`config.mk`:
```
export PLATFORM = sky130hd
export DESIGN_NAME = vna_ctrl
export DESIGN_NICKNAME = d
export VERILOG_FILES = /design/src/hdl/vna_pkg.sv /design/src/hdl/vna_ctrl.sv
export SDC_FILE = /design/constraint.sdc
export NUM_CORES = 1
export LEC_CHECK = 0
export ABC_AREA = 1
export BUFFER_PORTS_ARGS = -buffer_cell sky130_fd_sc_hd__buf_4
export CORE_MARGIN = 2
export CORE_UTILIZATION = 48
export DETAILED_ROUTE_END_ITERATION = 8
export HOLD_SLACK_MARGIN = 0.05
export PLACE_DENSITY = 0.75
export SETUP_SLACK_MARGIN = 0.15
export SYNTH_ARGS = -nofsm -noshare
export SYNTH_HDL_FRONTEND = slang
export SYNTH_SLANG_ARGS = --single-unit
export TNS_END_PERCENT = 50
```
`constraint.sdc`:
```
create_clock -name clk -period 2 [get_ports clk]
set_clock_uncertainty 0.15 [all_clocks]
set_input_delay 0.2 -clock clk [delete_from_list [all_inputs] [get_ports clk]]
set_output_delay 0.2 -clock clk [all_outputs]
set_load 0.05 [all_outputs]
```
`src/hdl/vna_pkg.sv`:
```
`default_nettype none
package vna_pkg;

  localparam int POS_W   = 24;
  localparam int DIFF_W  = 25;
  localparam int PROD_W  = 50;
  localparam int CROSS_W = 52;
  localparam int MAG_W   = 51;
  localparam int NORM_W  = 20;
  localparam int SQ_W    = 42;
  localparam int ROOT_W  = 22;
  localparam int DIV_W   = 35;
  localparam int SUM_W   = 32;
  localparam int TALLY_W = 16;
  localparam int F_W     = 16;
  localparam int EPOCH_W = 8;
  localparam int CNT_W   = 6;
  localparam int CORNER_W = 11;
  localparam int SLOT_W  = 10;
  localparam int POSW3   = 3 * POS_W;
  localparam int SUMREC_W = 3 * SUM_W + TALLY_W;

  // Step counts of the iterative units.
  localparam int SQRT_STEPS = SQ_W / 2;
  localparam int DIV_STEPS  = DIV_W;

  typedef enum logic [1:0] {
    OP_LOAD  = 2'd0,
    OP_FACE  = 2'd1,
    OP_READ  = 2'd2,
    OP_CLEAR = 2'd3
  } op_t;

  typedef enum logic [1:0] {
    RS_A    = 2'd0,
    RS_B    = 2'd1,
    RS_C    = 2'd2,
    RS_SLOT = 2'd3
  } rsel_t;

  typedef enum logic [3:0] {
    MS_WY_UZ = 4'd0,
    MS_WZ_UY = 4'd1,
    MS_WZ_UX = 4'd2,
    MS_WX_UZ = 4'd3,
    MS_WX_UY = 4'd4,
    MS_WY_UX = 4'd5,
    MS_SQ0   = 4'd6,
    MS_SQ1   = 4'd7,
    MS_SQ2   = 4'd8
  } mul_sel_t;

  typedef enum logic [4:0] {
    S_SWEEP,
    S_IDLE,
    S_LOAD,
    S_CLEAR,
    S_FETCH,
    S_CHECK,
    S_CROSS,
    S_NLOAD,
    S_RDV,
    S_VLOAD,
    S_SHIFT,
    S_SQ,
    S_SQCHK,
    S_SQRT,
    S_DIVI,
    S_DIV,
    S_DIVS,
    S_RESULT,
    S_ACC_RD,
    S_ACC_WR
  } state_t;

  typedef struct packed {
    op_t                       op;
    logic [SLOT_W-1:0]         vertex_slot;
    logic signed [POS_W-1:0]   pos_x;
    logic signed [POS_W-1:0]   pos_y;
    logic signed [POS_W-1:0]   pos_z;
    logic [CORNER_W-1:0]       corner_a;
    logic [CORNER_W-1:0]       corner_b;
    logic [CORNER_W-1:0]       corner_c;
  } vna_in_t;

  typedef struct packed {
    logic signed [F_W-1:0] normal_x;
    logic signed [F_W-1:0] normal_y;
    logic signed [F_W-1:0] normal_z;
    logic                  no_normal;
  } vna_out_t;

  typedef struct packed {
    logic       capture;
    logic       load;
    logic       bump;
    logic       sweep;
    rsel_t      rsel;
    logic       fetch_cap;
    logic [1:0] lane;
    logic       check_load;
    logic       mul_en;
    mul_sel_t   mul_sel;
    logic       cross_acc;
    mul_sel_t   acc_sel;
    logic       sq_acc;
    logic       sq_first;
    logic       vload_cross;
    logic       vload_vtx;
    logic       shift;
    logic       sqrt_init;
    logic       sqrt_step;
    logic       div_init;
    logic       div_step;
    logic       div_store;
    logic       zero_f;
    logic       acc_wr;
    logic       emit;
  } vna_cmd_t;

  typedef struct packed {
    op_t  op;
    logic face_ok;
    logic vtx_ok;
    logic shift_need;
    logic sq_zero;
    logic epoch_wrap;
    logic sweep_last;
  } vna_sts_t;

endpackage
`default_nettype wire

```
`src/hdl/vna_ctrl.sv`:
```
`default_nettype none
module vna_ctrl (
  input  wire logic              clk,
  input  wire logic              rst_n,
  input  wire logic              start,
  input  wire vna_pkg::op_t      in_op,
  input  wire vna_pkg::vna_sts_t sts,
  output logic                   busy,
  output vna_pkg::vna_cmd_t      cmd
);
  import vna_pkg::*;

  state_t           state_r, state_nxt;
  logic [CNT_W-1:0] cnt_r, cnt_nxt;
  logic [1:0]       lane_r, lane_nxt;

  always_ff @(posedge clk) begin
    if (!rst_n) begin
      state_r <= S_SWEEP;
      cnt_r   <= '0;
      lane_r  <= '0;
    end else begin
      state_r <= state_nxt;
      cnt_r   <= cnt_nxt;
      lane_r  <= lane_nxt;
    end
  end

  assign busy = (state_r != S_IDLE);

  // Next state and step counters.
  always_comb begin
    state_nxt = state_r;
    cnt_nxt   = cnt_r;
    lane_nxt  = lane_r;
    case (state_r)
      S_SWEEP: begin
        if (sts.sweep_last) begin
          state_nxt = S_IDLE;
        end
      end
      S_IDLE: begin
        cnt_nxt  = '0;
        lane_nxt = '0;
        if (start) begin
          case (in_op)
            OP_LOAD:  state_nxt = S_LOAD;
            OP_FACE:  state_nxt = S_FETCH;
            OP_READ:  state_nxt = S_RDV;
            OP_CLEAR: state_nxt = S_CLEAR;
            default:  state_nxt = S_IDLE;
          endcase
        end
      end
      S_LOAD: state_nxt = S_IDLE;
      S_CLEAR: begin
        state_nxt = sts.epoch_wrap ? S_SWEEP : S_IDLE;
      end
      S_FETCH: begin
        cnt_nxt = cnt_r + 1'b1;
        if (cnt_r == CNT_W'(3)) begin
          cnt_nxt   = '0;
          state_nxt = S_CHECK;
        end
      end
      S_CHECK: begin
        state_nxt = sts.face_ok ? S_CROSS : S_IDLE;
      end
      S_CROSS: begin
        cnt_nxt = cnt_r + 1'b1;
        if (cnt_r == CNT_W'(6)) begin
          cnt_nxt   = '0;
          state_nxt = S_NLOAD;
        end
      end
      S_NLOAD: state_nxt = S_SHIFT;
      S_RDV:   state_nxt = S_VLOAD;
      S_VLOAD: begin
        state_nxt = sts.vtx_ok ? S_SHIFT : S_RESULT;
      end
      S_SHIFT: begin
        cnt_nxt = '0;
        if (!sts.shift_need) begin
          state_nxt = S_SQ;
        end
      end
      S_SQ: begin
        cnt_nxt = cnt_r + 1'b1;
        if (cnt_r == CNT_W'(3)) begin
          cnt_nxt   = '0;
          state_nxt = S_SQCHK;
        end
      end
      S_SQCHK: begin
        lane_nxt = '0;
        if (sts.sq_zero) begin
          state_nxt = (sts.op == OP_READ) ? S_RESULT : S_ACC_RD;
        end else begin
          state_nxt = S_SQRT;
        end
      end
      S_SQRT: begin
        cnt_nxt = cnt_r + 1'b1;
        if (cnt_r == CNT_W'(SQRT_STEPS - 1)) begin
          cnt_nxt   = '0;
          state_nxt = S_DIVI;
        end
      end
      S_DIVI: begin
        cnt_nxt   = '0;
        state_nxt = S_DIV;
      end
      S_DIV: begin
        cnt_nxt = cnt_r + 1'b1;
        if (cnt_r == CNT_W'(DIV_STEPS - 1)) begin
          cnt_nxt   = '0;
          state_nxt = S_DIVS;
        end
      end
      S_DIVS: begin
        if (lane_r == 2'd2) begin
          lane_nxt  = '0;
          state_nxt = (sts.op == OP_READ) ? S_RESULT : S_ACC_RD;
        end else begin
          lane_nxt  = lane_r + 1'b1;
          state_nxt = S_DIVI;
        end
      end
      S_RESULT: state_nxt = S_IDLE;
      S_ACC_RD: state_nxt = S_ACC_WR;
      S_ACC_WR: begin
        if (lane_r == 2'd2) begin
          state_nxt = S_IDLE;
        end else begin
          lane_nxt  = lane_r + 1'b1;
          state_nxt = S_ACC_RD;
        end
      end
      default: state_nxt = S_IDLE;
    endcase
  end

  // Datapath commands.
  always_comb begin
    cmd      = '0;
    cmd.rsel = RS_SLOT;
    cmd.lane = lane_r;
    case (state_r)
      S_SWEEP: cmd.sweep = 1'b1;
      S_IDLE:  cmd.capture = start;
      S_LOAD:  cmd.load = 1'b1;
      S_CLEAR: cmd.bump = 1'b1;
      S_FETCH: begin
        // Corner reads go out back to back; each one's data returns in the next cycle.
        cmd.rsel      = rsel_t'(cnt_r[1:0]);
        cmd.fetch_cap = (cnt_r != '0);
        cmd.lane      = cnt_r[1:0] - 2'd1;
      end
      S_CHECK: cmd.check_load = 1'b1;
      S_CROSS: begin
        cmd.mul_en    = (cnt_r < CNT_W'(6));
        cmd.mul_sel   = mul_sel_t'(cnt_r[3:0]);
        cmd.cross_acc = (cnt_r != '0);
        cmd.acc_sel   = mul_sel_t'(cnt_r[3:0] - 4'd1);
      end
      S_NLOAD: cmd.vload_cross = 1'b1;
      S_RDV:   cmd.rsel = RS_SLOT;
      S_VLOAD: begin
        cmd.vload_vtx = sts.vtx_ok;
        cmd.zero_f    = !sts.vtx_ok;
      end
      S_SHIFT: cmd.shift = sts.shift_need;
      S_SQ: begin
        cmd.mul_en   = (cnt_r < CNT_W'(3));
        cmd.mul_sel  = mul_sel_t'(4'(MS_SQ0) + cnt_r[3:0]);
        cmd.sq_acc   = (cnt_r != '0);
        cmd.sq_first = (cnt_r == CNT_W'(1));
      end
      S_SQCHK: begin
        cmd.zero_f    = sts.sq_zero;
        cmd.sqrt_init = !sts.sq_zero;
      end
      S_SQRT:   cmd.sqrt_step = 1'b1;
      S_DIVI:   cmd.div_init = 1'b1;
      S_DIV:    cmd.div_step = 1'b1;
      S_DIVS:   cmd.div_store = 1'b1;
      S_RESULT: cmd.emit = 1'b1;
      S_ACC_RD: cmd.rsel = rsel_t'(lane_r);
      S_ACC_WR: cmd.acc_wr = 1'b1;
      default: ;
    endcase
  end

endmodule
`default_nettype wire

```
Word-level counts from Yosys, hierarchy flattened
Index checks and enable logic that the tools add are counted.
Operators by class
  $add $sub $neg: 5
  order comparisons: 2
  equal/unequal tests: 39
  muxes and demuxes: 46
  reductions and logical operators: 12
Operators with widths (count)
  case mux 5 bit (18 select lines): 1
  two-way mux 5 bit: 13
  == test 5 x 4 -> 1 bit (second input constant): 8
  case mux 6 bit (5 select lines): 1
  two-way mux 6 bit: 4
  == test 5 x 3 -> 1 bit (second input constant): 4
  == test 5 bit (second input constant): 4
  case mux 5 bit (4 select lines): 1
  inequality test 2 bit (second input constant): 9
  two-way mux 1 bit: 16
  == test 5 x 2 -> 1 bit (second input constant): 2
  case mux 5 bit (2 select lines): 1
  == test 2 bit (second input constant): 4
  two-way mux 2 bit: 4
  AND reduction 8 bit: 1
  adder 6 x 1 -> 6 bit (second input constant): 1
  == test 6 x 1 -> 1 bit (second input constant): 1
  == test 6 x 2 -> 1 bit (second input constant): 1
  == test 6 x 3 -> 1 bit (second input constant): 1
  == test 6 x 5 -> 1 bit (second input constant): 1
  == test 6 bit (second input constant): 1
  < comparator 6 x 2 -> 1 bit (second input constant): 1
  < comparator 6 x 3 -> 1 bit (second input constant): 1
  two-way mux 3 bit: 2
  19 further kinds: 21
Word-level totals
  register bits: 13
  input port bits: 13
  output and inout bits: 34
  logic and storage cells: 107

Longest topological paths before layout
  word-level depth: 4
  gate-level depth with buffers: 12

Worst setup path before layout
Ideal clock, no wire load.
  path type: flip-flop to flip-flop
  start: reg state_r[0]
  end: reg state_r[4]
  setup time: 0.080 ns
  arrival time: 2.159 ns
  required time: 1.770 ns
  slack: -0.389 ns
  stages on the path, launching flop included: 6
  path buffers: 0
  clock period less this slack: 2.389 ns
  cells stage by stage: dfxtp_1 -> nor2_2 -> nand3_1 -> o21ai_0 -> nor3_1 -> nor3_1
On the way
  longest elaborated chain between the ends: 3
  elaborated cells on any way between the ends: 28
  those cells by class: 25 x eq/ne; 1 x mux; 2 x reduce/logical
RTL lines
  start: declaration: line vna_ctrl.sv:13  | state_t state_r, state_nxt;
  start signal: assignment: line vna_ctrl.sv:23  | state_r <= state_nxt;
  == test 5 x 4 -> 1 bit (tied with other cells): line vna_ctrl.sv:36  | case (state_r)
  inequality test 2 bit (no line)
  AND reduction 8 bit (no line)
Several ways; a longest one is shown, not always the timed one.
A chain may end at the register's enable or synchronous reset.

Worst setup path after layout
  start: reg cnt_r[2]
  end: reg state_r[4]
On the way
  longest elaborated chain between the ends: 3
  elaborated cells on any way between the ends: 10
  those cells by class: 9 x eq/ne; 1 x reduce/logical
RTL lines
  start: declaration: line vna_ctrl.sv:14  | logic [CNT_W-1:0] cnt_r, cnt_nxt;
  start signal: assignment: line vna_ctrl.sv:24  | cnt_r <= cnt_nxt;
  == test 6 bit (tied with other cells): line vna_ctrl.sv:115  | if (cnt_r == CNT_W'(DIV_STEPS - 1)) begin
  inequality test 2 bit (no line)
  AND reduction 8 bit (no line) (*)
Every way passes the cells marked *; elsewhere a longest branch is shown, timed or not.

==> flow_metrics.py <==
metrics = {
    "outcome": {
        "status": "finished, violations left",
        "violations": "negative setup slack",
    },
    "floorplan": {
        "io_pins": 47,
        "die_h_um": 61.7,
        "start_util_pct": 51.6,
        "rows": 20,
        "fp.dieW_um": 61.7,
        "coreArea_mm2": 0.00310,
        "die-area_mm2": 0.00381,
    },
    "synthesis": {
        "avgSynthCellArea_um2": 5.52,
        "async_reset_ff_share_pct": 0,
        "synth_cell_type_count": 29,
        "synth.top_cell.area_share_pct": 18.8,
        "yosysMostFrequentCell": "nand2_1",
        "synth_seq_cells": 13,
        "yosysTopAreaCell": "nand2_1",
        "synth_cells": 290,
        "synth_area_leaders": "nand2_1 19%, dfxtp_1 16%, nor2_1 13%, ha_1 11%, inv_1 8.0%",
        "syn-num-nets": 317,
        "ys_seq_area_share_pct": 16.3,
        "synth_edf_count": 0,
        "synthTopCellsByCount": "80 x nand2_1, 56 x nor2_1, 34 x inv_1, 23 x nand3_1, 15 x a21oi_1",
        "yosys_warnings": 0,
        "synth_area_mm2": 0.00160,
        "synth_top_flop_cell": "dfxtp_1",
    },
    "sta": {
        "slew_headroom_pct": 76.3,
        "worst_slack_ns": -0.0166,
        "finalHoldViolations": 0,
        "drv_slew": 0,
        "post-route-period-util_pct": 101,
        "finalCriticalPeriod_ns": 2.02,
        "fin_hold_ws_ns": 0.301,
        "rsz0062_at_grt": "yes",
        "tightest_slew_ns": 0.354,
        "max_freq_ghz": 0.496,
        "finalSetupViolations": 1,
    },
    "clocking": {
        "cts.sinks": 13,
        "clkSlewWorstSetupHoldPaths_ns": 0.10,
        "cts_tree": "yes",
        "cts_buffers": 3,
        "htree_levels": 1,
        "clkLatencyLatePin_ns": 0.29,
        "cts.path.max_buffers": 2,
        "clock-root-buffer": "clkbuf_4",
    },
    "worst_setup_path": {
        "path_class": "register to register",
        "r2r_slack_ns": -0.02,
        "worst-path-max-fanout": 7,
        "rr_worst_depth": 7,
        "worstSetupStartpointType": "register",
        "timing.rr.end": "state_r[4]",
        "endpoint_kind": "register",
        "critPathRequiredTime_ns": 2.02,
        "cp-endpoint": "state_r[4]",
        "reg2reg_from": "cnt_r[2]",
        "crit_path_start": "cnt_r[2]",
        "worstPathArrival_ns": 2.04,
    },
    "run": {
        "drv_cap": 0,
    },
    "routing": {
        "drtIter0Drc": 481,
        "drc_errors": 0,
        "vias_per_cell": 6.09,
        "wl_met3_um": 968,
        "met2_length_mm": 3.53,
        "top_layer_used": "met4",
        "drt_wl_total_mm": 7.82,
        "first_pass_iters": 9,
        "antenna_violating_nets_post_route": 0,
        "via_count": 2578,
        "wl_met1_mm": 2.76,
        "wl_per_cell_um": 18.5,
    },
    "placement": {
        "gp_congestion": 0.924,
        "port_buffers": 46,
        "dp_hpwl_mm": 4.11,
        "dpl-instance-area_mm2": 0.00215,
    },
    "final_layout": {
        "nFillCells": 172,
        "nNetsFinal": 407,
        "drive_above_1_share_pct": 43.3,
        "num_antenna_cells": 0,
        "area_growth_pct": 71.9,
        "fin_area_mm2": 0.00275,
    },
    "global_routing": {
        "grt_start_max_net_pins": 11,
        "track_usage_pct": 31.0,
        "grt_pass1_vias": 1978,
        "grt_pass1_wl_mm": 8.83,
        "gr-total-overflow": 0,
        "grt_antenna_before_repair": 0,
    },
    "power_and_ir_drop": {
        "vdd_drop_max_v": 0.00106,
        "p_per_area_mw_per_mm2": 1020,
        "p_leak_uw": 0.00142,
    },
    "min_path": {
        "min_path_type": "primary input to register",
    },
}
[state kept, by name, summed over array words and instances, names as in the netlist]
name and cells:
cnt_r 6, lane_r 2, state_r 5
[worst min-delay path by stage]
stage | startpoint | to | depth (start not counted)
finish | sts[5] | state_r[1] | 7
global placement | rst_n | state_r[0] | 3
CTS | sts[5] | state_r[0] | 6
global route | sts[3] | state_r[4] | 6
detailed placement | rst_n | state_r[0] | 3
floorplan | rst_n | state_r[0] | 2
[cells in the final DEF (no fill, tap or decap), types with 4 or more instances in the layout]
master	Yosys	routed
a21oi_2	1	5
nor2_1	56	40
inv_1	34	28
buf_6	0	17
o21ai_0	11	5
nor2_4	1	15
nand3_1	23	19
o21ai_2	0	4
nand2_2	2	8
buf_4	0	65
dfxtp_4	0	8
inv_2	8	7
nand3_4	0	5
inv_4	0	7
ha_1	14	14
nor2_2	4	6
dfxtp_1	13	4
a21oi_1	15	11
nand2_1	80	72
[report_power, final]
group | internal, uW | switching [uW] | total, uW
Combinational | 755 | 1390 | 2140
Sequential | 343 | 135 | 479
Clock | 77.6 | 105 | 183
[routing by layer]
| metal | vias up | track usage (%) |
|---|---|---|
| met3 | 78 | 5.80 |
| met4 | 0 | 7.90 |
| met2 | 265 | 52.2 |
| met1 | 1126 | 41.0 |
| met5 | - | 0 |
| li1 | 1109 | - |
[critical path, stage by stage (launching register included)]
cell and delay (ns):
dfxtp_4 0.39, nor2_1 0.26, nand3_1 0.28, nand3_4 0.15
nand2_1 0.06, nor2_1 0.16, nand2_2 0.14, nor3_1 0.31
[area by class of cell]
class / count / area, um2 / area share (%)
well taps: 44 / 55.1 / 2.00
repair buffers: 86 / 744 / 27.1
clock buffers: 4 / 26.3 / 0.955
flip-flops and latches: 13 / 292 / 10.6
inverters: 43 / 179 / 6.51
multi-input cells: 233 / 1450 / 52.9
[through the flow]
stage	setup WS, ns	total power [uW]	TNS, ns	util, %	cells
2_1_floorplan	-0.0513	1500	-0.168	-	290
3_3_place_gp	0.114	1950	0	69.3	391
3_5_place_dp	0.0718	1960	0	69.3	391
4_1_cts	0.0975	2320	0	78.4	412
5_1_grt	-0.0598	2930	-0.281	88.6	423
6_report	-0.0166	2800	-0.0166	88.6	423
[cells by family after synthesis]
| kind of cell | count (synthesis) | share of synthesized area [%] |
|---|---|---|
| adders and majority gates | 14 | 10.9 |
| DFF | 13 | 16.3 |
| xor gates and xnor gates | 2 | 1.09 |
| buffers and inverters | 45 | 10.7 |
| AOI/OAI and AO/OA | 37 | 13.1 |
| and+or+nand+nor | 179 | 47.9 |
[repair_timing]
action | in CTS | in global routing
hold buffers | 1 | 0
endpoints found under the hold margin | 2 | 0
endpoints found under the setup margin | 36 | 38
gates cloned | 0 | 1
resized for setup | 42 | 58
pin swaps | 5 | 15
buffers inserted | 16 | 10
No activity file was read; power rests on OpenSTA's default activity.
